### src/hw/rtl/alt_pkg.sv
// alt_pkg: shared types and constants for the activity lease table
// depends on nothing; imported by activity_lease_table_top and the testbench

package alt_pkg;

    localparam int TABLE_ENTRIES = 16;
    localparam int IDX_W         = (TABLE_ENTRIES > 2) ? $clog2(TABLE_ENTRIES) : 1;
    localparam int CNT_W         = 5;

    typedef enum logic [2:0] {
        CMD_ACQUIRE     = 3'd0,
        CMD_RELEASE     = 3'd1,
        CMD_CLAIM       = 3'd2,
        CMD_REL_MASTER  = 3'd3,
        CMD_QUERY       = 3'd4,
        CMD_COUNT       = 3'd5,
        CMD_TICK        = 3'd6,
        CMD_CLEAR       = 3'd7
    } cmd_t;

    localparam logic [2:0] ACT_IDLE    = 3'd0;
    localparam logic [2:0] ACT_GRIND   = 3'd1;
    localparam logic [2:0] ACT_TRADING = 3'd2;
    localparam logic [2:0] ACT_LFT     = 3'd3;
    localparam logic [2:0] ACT_BG      = 3'd4;
    localparam logic [2:0] ACT_MASTER  = 3'd5;

    typedef enum logic [1:0] {
        ST_IDLE,
        ST_RD,
        ST_EVAL,
        ST_FINISH
    } state_t;

    typedef struct packed {
        logic [31:0] bot_id;
        logic [2:0]  activity;
        logic [31:0] granted_at;
        logic [31:0] limit_ms;
    } entry_t;

    typedef struct packed {
        logic             status_ok;
        logic [2:0]       activity_now;
        logic [31:0]      remaining_ms;
        logic             evicted;
        logic [31:0]      evicted_bot_id;
        logic [2:0]       evicted_activity;
        logic [CNT_W-1:0] count_grinding;
        logic [CNT_W-1:0] count_trading;
        logic [CNT_W-1:0] count_lft;
        logic [CNT_W-1:0] count_bg;
        logic [CNT_W-1:0] count_master;
        logic             last;
    } beat_t;

    function automatic logic [CNT_W-1:0] sat_inc(input logic [CNT_W-1:0] c);
        sat_inc = (c == {CNT_W{1'b1}}) ? c : c + CNT_W'(1);
    endfunction

endpackage

### src/hw/rtl/activity_lease_table_top.sv
// activity_lease_table_top: keyed lease table, one activity per agent id
// depends on alt_pkg; holds the entry memory and the scan sequencer
//
//  channel | ports                         | role
//  --------+-------------------------------+-----------------------------------
//  input   | s_valid/s_ready, s_<field>    | one command beat per item
//  result  | m_valid/m_ready, m_<field>    | 1 beat, or evictions + closing beat
//
// steps: every command except clear walks the table, a registered memory
//   read then an evaluate per entry, plus the accept state and the finish
//   state, and a new command is accepted only back in idle; lookups stop
//   at the matching entry; clear goes from the accept straight to finish
// the single read port of the entry memory keeps the walk to one entry at a time
// reset: synchronous active-low aresetn clears valid bits, clock and control
// stalls: the result register frees the sequencer once a beat is taken;
//   on a stalled m_ready the scan waits at the beat it wants to emit

module activity_lease_table_top
    import alt_pkg::*;
(
    input  logic              aclk,
    input  logic              aresetn,
    input  logic              s_valid,
    output logic              s_ready,
    input  logic [2:0]        s_command,
    input  logic [31:0]       s_bot_id,
    input  logic [2:0]        s_activity,
    input  logic              s_restore_grinding,
    input  logic [31:0]       s_duration_ms,
    input  logic [31:0]       s_tick_ms,
    output logic              m_valid,
    input  logic              m_ready,
    output logic              m_status_ok,
    output logic [2:0]        m_activity_now,
    output logic [31:0]       m_remaining_ms,
    output logic              m_evicted,
    output logic [31:0]       m_evicted_bot_id,
    output logic [2:0]        m_evicted_activity,
    output logic [CNT_W-1:0]  m_count_grinding,
    output logic [CNT_W-1:0]  m_count_trading,
    output logic [CNT_W-1:0]  m_count_lft,
    output logic [CNT_W-1:0]  m_count_bg,
    output logic [CNT_W-1:0]  m_count_master,
    output logic              m_last
);

    // entry memory, one read and one write port
    entry_t mem [TABLE_ENTRIES];
    entry_t rdata_reg;

    logic                     wr_en;
    logic [IDX_W-1:0]         wr_addr;
    entry_t                   wr_data;

    state_t state_reg, state_next;
    logic [TABLE_ENTRIES-1:0] valid_reg, valid_next;
    logic [31:0]              clock_reg, clock_next;
    logic [IDX_W-1:0]         idx_reg, idx_next;

    // latched command
    cmd_t        cmd_reg, cmd_next;
    logic [31:0] id_reg, id_next;
    logic [2:0]  act_reg, act_next;
    logic        rg_reg, rg_next;
    logic [31:0] dur_reg, dur_next;

    // lookup results
    logic             found_reg, found_next;
    logic [IDX_W-1:0] fidx_reg, fidx_next;
    entry_t           ent_reg, ent_next;
    logic [31:0]      el_reg, el_next;
    logic             free_reg, free_next;
    logic [IDX_W-1:0] free_idx_reg, free_idx_next;

    logic [CNT_W-1:0] cg_reg, ct_reg, cl_reg, cb_reg, cm_reg;
    logic [CNT_W-1:0] cg_next, ct_next, cl_next, cb_next, cm_next;

    beat_t out_reg, out_next;
    logic  m_valid_reg, m_valid_next;

    logic        out_free;
    logic        last_idx;
    logic        hit;
    logic [31:0] age;
    beat_t       beat;

    always_ff @(posedge aclk) begin
        if (wr_en) begin
            mem[wr_addr] <= wr_data;
        end
        rdata_reg <= mem[idx_reg];
    end

    assign out_free = !m_valid_reg || m_ready;
    assign last_idx = (idx_reg == IDX_W'(TABLE_ENTRIES - 1));
    assign hit      = valid_reg[idx_reg] && (rdata_reg.bot_id == id_reg);
    assign age      = clock_reg - rdata_reg.granted_at;
    assign s_ready  = (state_reg == ST_IDLE);

    always_comb begin
        state_next    = state_reg;
        valid_next    = valid_reg;
        clock_next    = clock_reg;
        idx_next      = idx_reg;
        cmd_next      = cmd_reg;
        id_next       = id_reg;
        act_next      = act_reg;
        rg_next       = rg_reg;
        dur_next      = dur_reg;
        found_next    = found_reg;
        fidx_next     = fidx_reg;
        ent_next      = ent_reg;
        el_next       = el_reg;
        free_next     = free_reg;
        free_idx_next = free_idx_reg;
        cg_next       = cg_reg;
        ct_next       = ct_reg;
        cl_next       = cl_reg;
        cb_next       = cb_reg;
        cm_next       = cm_reg;
        out_next      = out_reg;
        m_valid_next  = m_valid_reg && !m_ready;
        wr_en         = 1'b0;
        wr_addr       = fidx_reg;
        wr_data       = '{bot_id: id_reg, activity: act_reg, granted_at: clock_reg,
                          limit_ms: dur_reg};
        beat          = '0;
        beat.last     = 1'b1;

        case (state_reg)
            ST_IDLE: begin
                if (s_valid) begin
                    cmd_next   = cmd_t'(s_command);
                    id_next    = s_bot_id;
                    act_next   = s_activity;
                    rg_next    = s_restore_grinding;
                    dur_next   = s_duration_ms;
                    idx_next   = '0;
                    found_next = 1'b0;
                    free_next  = 1'b0;
                    cg_next    = '0;
                    ct_next    = '0;
                    cl_next    = '0;
                    cb_next    = '0;
                    cm_next    = '0;
                    if (cmd_t'(s_command) == CMD_TICK) begin
                        clock_next = clock_reg + s_tick_ms;
                    end
                    state_next = (cmd_t'(s_command) == CMD_CLEAR) ? ST_FINISH : ST_RD;
                end
            end
            ST_RD: begin
                state_next = ST_EVAL;
            end
            ST_EVAL: begin
                if (cmd_reg == CMD_TICK) begin
                    if (valid_reg[idx_reg] && rdata_reg.limit_ms != '0 &&
                        age > rdata_reg.limit_ms) begin
                        if (out_free) begin
                            beat.last             = 1'b0;
                            beat.evicted          = 1'b1;
                            beat.evicted_bot_id   = rdata_reg.bot_id;
                            beat.evicted_activity = rdata_reg.activity;
                            out_next              = beat;
                            m_valid_next          = 1'b1;
                            valid_next[idx_reg]   = 1'b0;
                            idx_next              = idx_reg + IDX_W'(1);
                            state_next            = last_idx ? ST_FINISH : ST_RD;
                        end
                    end else begin
                        idx_next   = idx_reg + IDX_W'(1);
                        state_next = last_idx ? ST_FINISH : ST_RD;
                    end
                end else if (cmd_reg == CMD_COUNT) begin
                    if (valid_reg[idx_reg]) begin
                        case (rdata_reg.activity)
                            ACT_GRIND:   cg_next = sat_inc(cg_reg);
                            ACT_TRADING: ct_next = sat_inc(ct_reg);
                            ACT_LFT:     cl_next = sat_inc(cl_reg);
                            ACT_BG:      cb_next = sat_inc(cb_reg);
                            ACT_MASTER:  cm_next = sat_inc(cm_reg);
                            default:     ;
                        endcase
                    end
                    idx_next   = idx_reg + IDX_W'(1);
                    state_next = last_idx ? ST_FINISH : ST_RD;
                end else begin
                    if (hit) begin
                        found_next = 1'b1;
                        fidx_next  = idx_reg;
                        ent_next   = rdata_reg;
                        el_next    = age;
                        state_next = ST_FINISH;
                    end else begin
                        if (!valid_reg[idx_reg] && !free_reg) begin
                            free_next     = 1'b1;
                            free_idx_next = idx_reg;
                        end
                        idx_next   = idx_reg + IDX_W'(1);
                        state_next = last_idx ? ST_FINISH : ST_RD;
                    end
                end
            end
            ST_FINISH: begin
                if (out_free) begin
                    case (cmd_reg)
                        CMD_ACQUIRE: begin
                            if (id_reg != '0 && act_reg >= ACT_GRIND && act_reg <= ACT_BG) begin
                                if (!found_reg) begin
                                    if (free_reg) begin
                                        wr_en          = 1'b1;
                                        wr_addr        = free_idx_reg;
                                        beat.status_ok = 1'b1;
                                    end
                                end else if (ent_reg.activity == ACT_IDLE ||
                                             ent_reg.activity == act_reg) begin
                                    wr_en          = 1'b1;
                                    beat.status_ok = 1'b1;
                                end else if (ent_reg.activity == ACT_GRIND) begin
                                    wr_en                 = 1'b1;
                                    beat.status_ok        = 1'b1;
                                    beat.evicted          = 1'b1;
                                    beat.evicted_bot_id   = id_reg;
                                    beat.evicted_activity = ACT_GRIND;
                                end
                            end
                        end
                        CMD_RELEASE: begin
                            if (found_reg && ent_reg.activity == act_reg) begin
                                beat.status_ok = 1'b1;
                                if (rg_reg) begin
                                    wr_en            = 1'b1;
                                    wr_data.activity = ACT_GRIND;
                                    wr_data.limit_ms = '0;
                                end else begin
                                    valid_next[fidx_reg] = 1'b0;
                                end
                            end
                        end
                        CMD_CLAIM: begin
                            wr_data.activity = ACT_MASTER;
                            wr_data.limit_ms = '0;
                            if (id_reg != '0) begin
                                if (found_reg) begin
                                    wr_en          = 1'b1;
                                    beat.status_ok = 1'b1;
                                    if (ent_reg.activity != ACT_IDLE &&
                                        ent_reg.activity != ACT_MASTER) begin
                                        beat.evicted          = 1'b1;
                                        beat.evicted_bot_id   = id_reg;
                                        beat.evicted_activity = ent_reg.activity;
                                    end
                                end else if (free_reg) begin
                                    wr_en          = 1'b1;
                                    wr_addr        = free_idx_reg;
                                    beat.status_ok = 1'b1;
                                end
                            end
                        end
                        CMD_REL_MASTER: begin
                            if (found_reg && ent_reg.activity == ACT_MASTER) begin
                                valid_next[fidx_reg] = 1'b0;
                                beat.status_ok       = 1'b1;
                            end
                        end
                        CMD_QUERY: begin
                            if (found_reg) begin
                                beat.activity_now = ent_reg.activity;
                                if (ent_reg.limit_ms != '0 && el_reg < ent_reg.limit_ms) begin
                                    beat.remaining_ms = ent_reg.limit_ms - el_reg;
                                end
                            end
                        end
                        CMD_COUNT: begin
                            beat.count_grinding = cg_reg;
                            beat.count_trading  = ct_reg;
                            beat.count_lft      = cl_reg;
                            beat.count_bg       = cb_reg;
                            beat.count_master   = cm_reg;
                        end
                        CMD_TICK: begin
                            // closing beat after any evictions
                        end
                        CMD_CLEAR: begin
                            valid_next = '0;
                            clock_next = '0;
                        end
                        default: ;
                    endcase
                    if (wr_en) begin
                        valid_next[wr_addr] = 1'b1;
                    end
                    out_next     = beat;
                    m_valid_next = 1'b1;
                    state_next   = ST_IDLE;
                end
            end
            default: state_next = ST_IDLE;
        endcase
    end

    always_ff @(posedge aclk) begin
        if (!aresetn) begin
            state_reg   <= ST_IDLE;
            valid_reg   <= '0;
            clock_reg   <= '0;
            m_valid_reg <= 1'b0;
            idx_reg     <= '0;
        end else begin
            state_reg   <= state_next;
            valid_reg   <= valid_next;
            clock_reg   <= clock_next;
            m_valid_reg <= m_valid_next;
            idx_reg     <= idx_next;
        end
    end

    always_ff @(posedge aclk) begin
        cmd_reg      <= cmd_next;
        id_reg       <= id_next;
        act_reg      <= act_next;
        rg_reg       <= rg_next;
        dur_reg      <= dur_next;
        found_reg    <= found_next;
        fidx_reg     <= fidx_next;
        ent_reg      <= ent_next;
        el_reg       <= el_next;
        free_reg     <= free_next;
        free_idx_reg <= free_idx_next;
        cg_reg       <= cg_next;
        ct_reg       <= ct_next;
        cl_reg       <= cl_next;
        cb_reg       <= cb_next;
        cm_reg       <= cm_next;
        out_reg      <= out_next;
    end

    assign m_valid            = m_valid_reg;
    assign m_status_ok        = out_reg.status_ok;
    assign m_activity_now     = out_reg.activity_now;
    assign m_remaining_ms     = out_reg.remaining_ms;
    assign m_evicted          = out_reg.evicted;
    assign m_evicted_bot_id   = out_reg.evicted_bot_id;
    assign m_evicted_activity = out_reg.evicted_activity;
    assign m_count_grinding   = out_reg.count_grinding;
    assign m_count_trading    = out_reg.count_trading;
    assign m_count_lft        = out_reg.count_lft;
    assign m_count_bg         = out_reg.count_bg;
    assign m_count_master     = out_reg.count_master;
    assign m_last             = out_reg.last;

    // finishing a command always leaves a closing beat behind
    a_finish_beat: assert property (@(posedge aclk) disable iff (!aresetn)
        (state_reg == ST_FINISH && out_free) |=> (m_valid && m_last))
        else $error("closing beat missing");

    // no new item is taken right after one was accepted
    a_busy: assert property (@(posedge aclk) disable iff (!aresetn)
        (s_valid && s_ready) |=> !s_ready)
        else $error("accepted while busy");

    // clear empties the table and the clock
    a_clear: assert property (@(posedge aclk) disable iff (!aresetn)
        (state_reg == ST_FINISH && cmd_reg == CMD_CLEAR && out_free)
        |=> (valid_reg == '0 && clock_reg == '0))
        else $error("clear incomplete");

    // a beat that is not the last one reports an eviction
    a_mid_evict: assert property (@(posedge aclk) disable iff (!aresetn)
        (m_valid && !m_last) |-> m_evicted)
        else $error("intermediate beat without eviction");

endmodule

### config.mk
export PLATFORM = sky130hd
export DESIGN_NAME = activity_lease_table_top
export DESIGN_NICKNAME = d
export VERILOG_FILES = /design/src/hw/rtl/alt_pkg.sv /design/src/hw/rtl/activity_lease_table_top.sv
export SDC_FILE = /design/constraint.sdc
export NUM_CORES = 2
export LEC_CHECK = 0
export BUFFER_PORTS_ARGS = -buffer_cell sky130_fd_sc_hd__buf_4
export CAP_MARGIN = 20
export CORE_ASPECT_RATIO = 1.1
export CORE_MARGIN = 2
export CORE_UTILIZATION = 28
export DETAILED_ROUTE_END_ITERATION = 6
export PLACE_DENSITY_LB_ADDON = 0.1
export SLEW_MARGIN = 20
export SYNTH_ARGS = -nofsm -noshare
export SYNTH_HDL_FRONTEND = slang
export SYNTH_SLANG_ARGS = --single-unit
### constraint.sdc
create_clock -name aclk -period 6.7 [get_ports aclk]
set_clock_uncertainty 0.1 [all_clocks]
set_input_delay 0.67 -clock aclk [delete_from_list [all_inputs] [get_ports aclk]]
set_output_delay 0.67 -clock aclk [all_outputs]
set_load 0.005 [all_outputs]
==> flow_metrics.env <==
export IMPL_clk_path_buf_depth=4
export IMPL_nets=4759
export IMPL_largest_reg_flops=1584
export IMPL_dieArea_um2=289700
export IMPL_syn_nets=4293
export IMPL_fillCellCount=26902
export IMPL_path_clk_slew_ns=0.06
export IMPL_synth_top_cell_by_area="edfxtp_1"
export IMPL_hold_ws_ns=0.1534
export IMPL_seq_power_share=0.515
export IMPL_clock_latency_ns=0.89
export IMPL_place_inst=7937
export IMPL_die_x_um=513.4
export IMPL_p_per_area_nw_per_um2=286.0
export IMPL_ant_nets=0
export IMPL_max_freq_mhz=158.9
export IMPL_power_share_switching=0.2148
export IMPL_start_util=0.2817
export IMPL_p_leak_nw=30.70
export IMPL_slew_viol_final=0
export IMPL_p_switching_mw=5.843
export IMPL_instances_no_fill=8423
export IMPL_ys_flop_type="edfxtp_1"
export IMPL_worstPathArrival_ns=6.72
export IMPL_netlist_instances=4043
export IMPL_worstPathMaxFanout=42
export IMPL_critPathRequiredTime_ns=7.13
export IMPL_h_tree_depth=4
export IMPL_synth_cell_types=83
export IMPL_synth_seq_cells=2009
export IMPL_end_kind="flip-flop"
export IMPL_post_cts_setup_buffers=0
export IMPL_cp_slowest_cell="dfxtp_1"
export IMPL_period_share=0.9395
export IMPL_first_global_vias=42620
export IMPL_startpoint_type="flip-flop"
export IMPL_final_setup_tns_ns=0
export IMPL_share_comb_of_total_power=0.039
export IMPL_async_reset_ff_frac=0
export IMPL_drt_iter0_markers=2959
export IMPL_ys_seq_area_frac=0.7356
export IMPL_core_rowCount=205
export IMPL_tightest_slew_ns=1.192
export IMPL_grt_start_max_net_pins=132
export IMPL_finalHoldViolCount=0
export IMPL_cts_tree="built"
export IMPL_syn_avg_cell_area_um2=19.77
export IMPL_hpwl_um=138100
export IMPL_status="finished clean"
export IMPL_netlist_area_leader_share=0.6970
export IMPL_drive_gt1_frac=0.2549
export IMPL_area_delta_synth_final_pct=18.98
export IMPL_num_vias=40571
export IMPL_relSlewSlack=0.2053
export IMPL_synthTopCellsByArea="edfxtp_1 (70%), mux4_2 (14%), dfxtp_1 (3.9%), ha_1 (2.2%), xnor2_1 (0.89%)"
export IMPL_viasPerCell=4.817
export IMPL_drc=0
export IMPL_synth_edf_count=1855
export IMPL_grt_pass1_wl_um=336000
export IMPL_clkPwrFrac=0.446
export IMPL_period_minus_slack_ns=6.295
export IMPL_utilization=0.3352
export IMPL_hp_class="input pin to flip-flop"
export IMPL_cts_sinks=2009
export IMPL_synth_area_um2=79920
export IMPL_numCtsBuffers=224
export IMPL_fp_coreArea_um2=283700
export IMPL_die_h_um=564.3
export IMPL_wirelength_um=237700
export IMPL_rsz0062_at_grt="no"
export IMPL_ios=207
export IMPL_track_usage=0.1622
export IMPL_path_cells="ha_1 -> o21a_1 -> o21a_1 -> o41ai_2 -> o211ai_1 -> o21ai_1 -> a41oi_1 -> o41ai_2 -> mux2i_1 -> nand4_1 -> ha_1 -> nand4_1 -> nor3_1 -> nand4_1 -> inv_1 -> o31ai_1 -> a21oi_2 -> o211ai_4 -> inv_6 -> buf_4"
export IMPL_first_pass_iters=5
export IMPL_ir_drop_mv=0.1953
export IMPL_port_buffers=206
export IMPL_worst_path_most_repeated_cell="nand4_1"
export IMPL_routedWlPerCell_um=28.22
export IMPL_p_int_mw=21.35
export IMPL_max_stage_delay_ns=0.71
export IMPL_max_cap_viol_count=0
export IMPL_synth_warning_count=0
export IMPL_root_buffer="clkbuf_16"
export IMPL_crit_type="flip-flop to flip-flop"
export IMPL_setup_viol=0
export IMPL_antenna_found_initial=5
export IMPL_overflow=0
export IMPL_globalplace_congestion=0.7921
==> metrics by stage <==
stage	area [um2]	worst slack [ns]	power (mW)
final	95090	0.4052	27.20
after global placement	87170	0.2756	15.33
after CTS	95070	0.1514	27.61
after detailed placement	87200	0.2568	15.34
after floorplan	79920	-0.06481	14.83
after global routing	95080	0.02562	28.14
==> repair_timing <==
item / CTS / global route
hold buffers: 72 / 0
hold endpoints to repair: 72 / 0
endpoints found under the setup margin: 0 / 62
resized for setup: 0 / 2
==> cells in the final DEF (no fill, tap or decap), types with 81 or more instances in the layout <==
master,netlist,layout
edfxtp_1,1855,1855
mux4_2,500,500
buf_4,1,280
clkbuf_16,0,226
dfxtp_1,154,149
ha_1,140,140
inv_1,122,122
nor2_1,124,106
a21oi_1,98,97
o21ai_0,92,90
nand2_1,84,83
xnor2_1,81,81
==> layout make-up <==
cell class	instances	area [um2]	share of cell area
multi-input combinational	1753	20240	0.2129
clock buffer	293	6047	0.06359
clock inverter	116	1110	0.01167
sequential	2009	58800	0.6184
antenna	5	12.51	0.0001316
timing repair buffer	398	3744	0.03937
tap	3726	4662	0.04903
inverter	123	466.7	0.004908
==> critical path, delay by kind of cell (launching register included) <==
| kind | cells | cell delay, ns |
|---|---|---|
| muxes | 1 | 0.23 |
| AOI/OAI and AO/OA | 10 | 2.14 |
| buffers and inverters | 3 | 0.83 |
| and+or+nand+nor | 4 | 1.12 |
| DFF | 1 | 0.71 |
| adders and majority gates | 2 | 0.74 |
==> cells in the mapped netlist, types with 6 or more instances <==
cell type,n
mux2i_1,7
nand4_1,24
nor2b_1,42
a31oi_1,14
o21bai_1,13
nand3_1,37
o31ai_1,9
nor2_1,124
dfxtp_1,154
buf_2,7
edfxtp_1,1855
a21o_1,44
clkbuf_1,103
a21oi_1,98
xnor2_1,81
nand2_1,84
or2_2,8
nand2b_1,24
o21a_1,19
nor3_1,26
mux4_2,500
o21ai_0,92
xor2_1,38
a22o_1,35
and2_1,81
a211oi_1,9
and3_1,19
or3_1,7
a22oi_1,30
buf_1,46
o21ai_1,8
o211ai_1,23
inv_1,122
nor4_1,27
ha_1,140
nor3b_1,6
==> worst paths after layout <==
path | startpoint | end | slack (ns) | cells past startpoint
worst min register to register | rdata_reg[10]$_DFF_P_ | ent_reg[10]$_DFFE_PP_ | 0.37 | 0
worst max-delay path | clock_reg[5]$_SDFFE_PN0P_ | m_evicted_activity[1]$_DFFE_PP_ | 0.41 | 20
worst max register to register | clock_reg[5]$_SDFFE_PN0P_ | m_evicted_activity[1]$_DFFE_PP_ | 0.41 | 20
worst min-delay path | s_tick_ms[0] | clock_reg[0]$_SDFFE_PN0P_ | 0.15 | 4
==> metal layers <==
metal | vias to the layer above | wire length (um) | track usage
met3 | 318 | 7980 | 0.01987
met1 | 21897 | 106200 | 0.2193
met5 | - | 0 | 0
met2 | 817 | 118600 | 0.2784
li1 | 17539 | - | -
met4 | 0 | 4932 | 0.03665
==> power by group through the flow <==
stage	clock [mW]	sequential [mW]	combinational (mW)
2_1_floorplan	0	14.2	0.610
3_3_place_gp	0	14.3	1.05
3_5_place_dp	0	14.3	1.05
4_1_cts	12.5	14.0	1.09
5_1_grt	12.9	14.0	1.16
6_report	12.1	14.0	1.05
==> cell families (layout without fill, tap and decap cells) <==
kind of cell	after synthesis	in the layout	synth area share
adders and majority gates	143	143	0.02267
DFF	2009	2009	0.7356
xor gates and xnor gates	119	119	0.01304
AOI/OAI and AO/OA	452	452	0.03841
muxes	508	508	0.1419
other	0	5	0
buffers and inverters	281	930	0.01345
and+or+nand+nor	531	531	0.03491
Power figures use the tool's default switching activity.
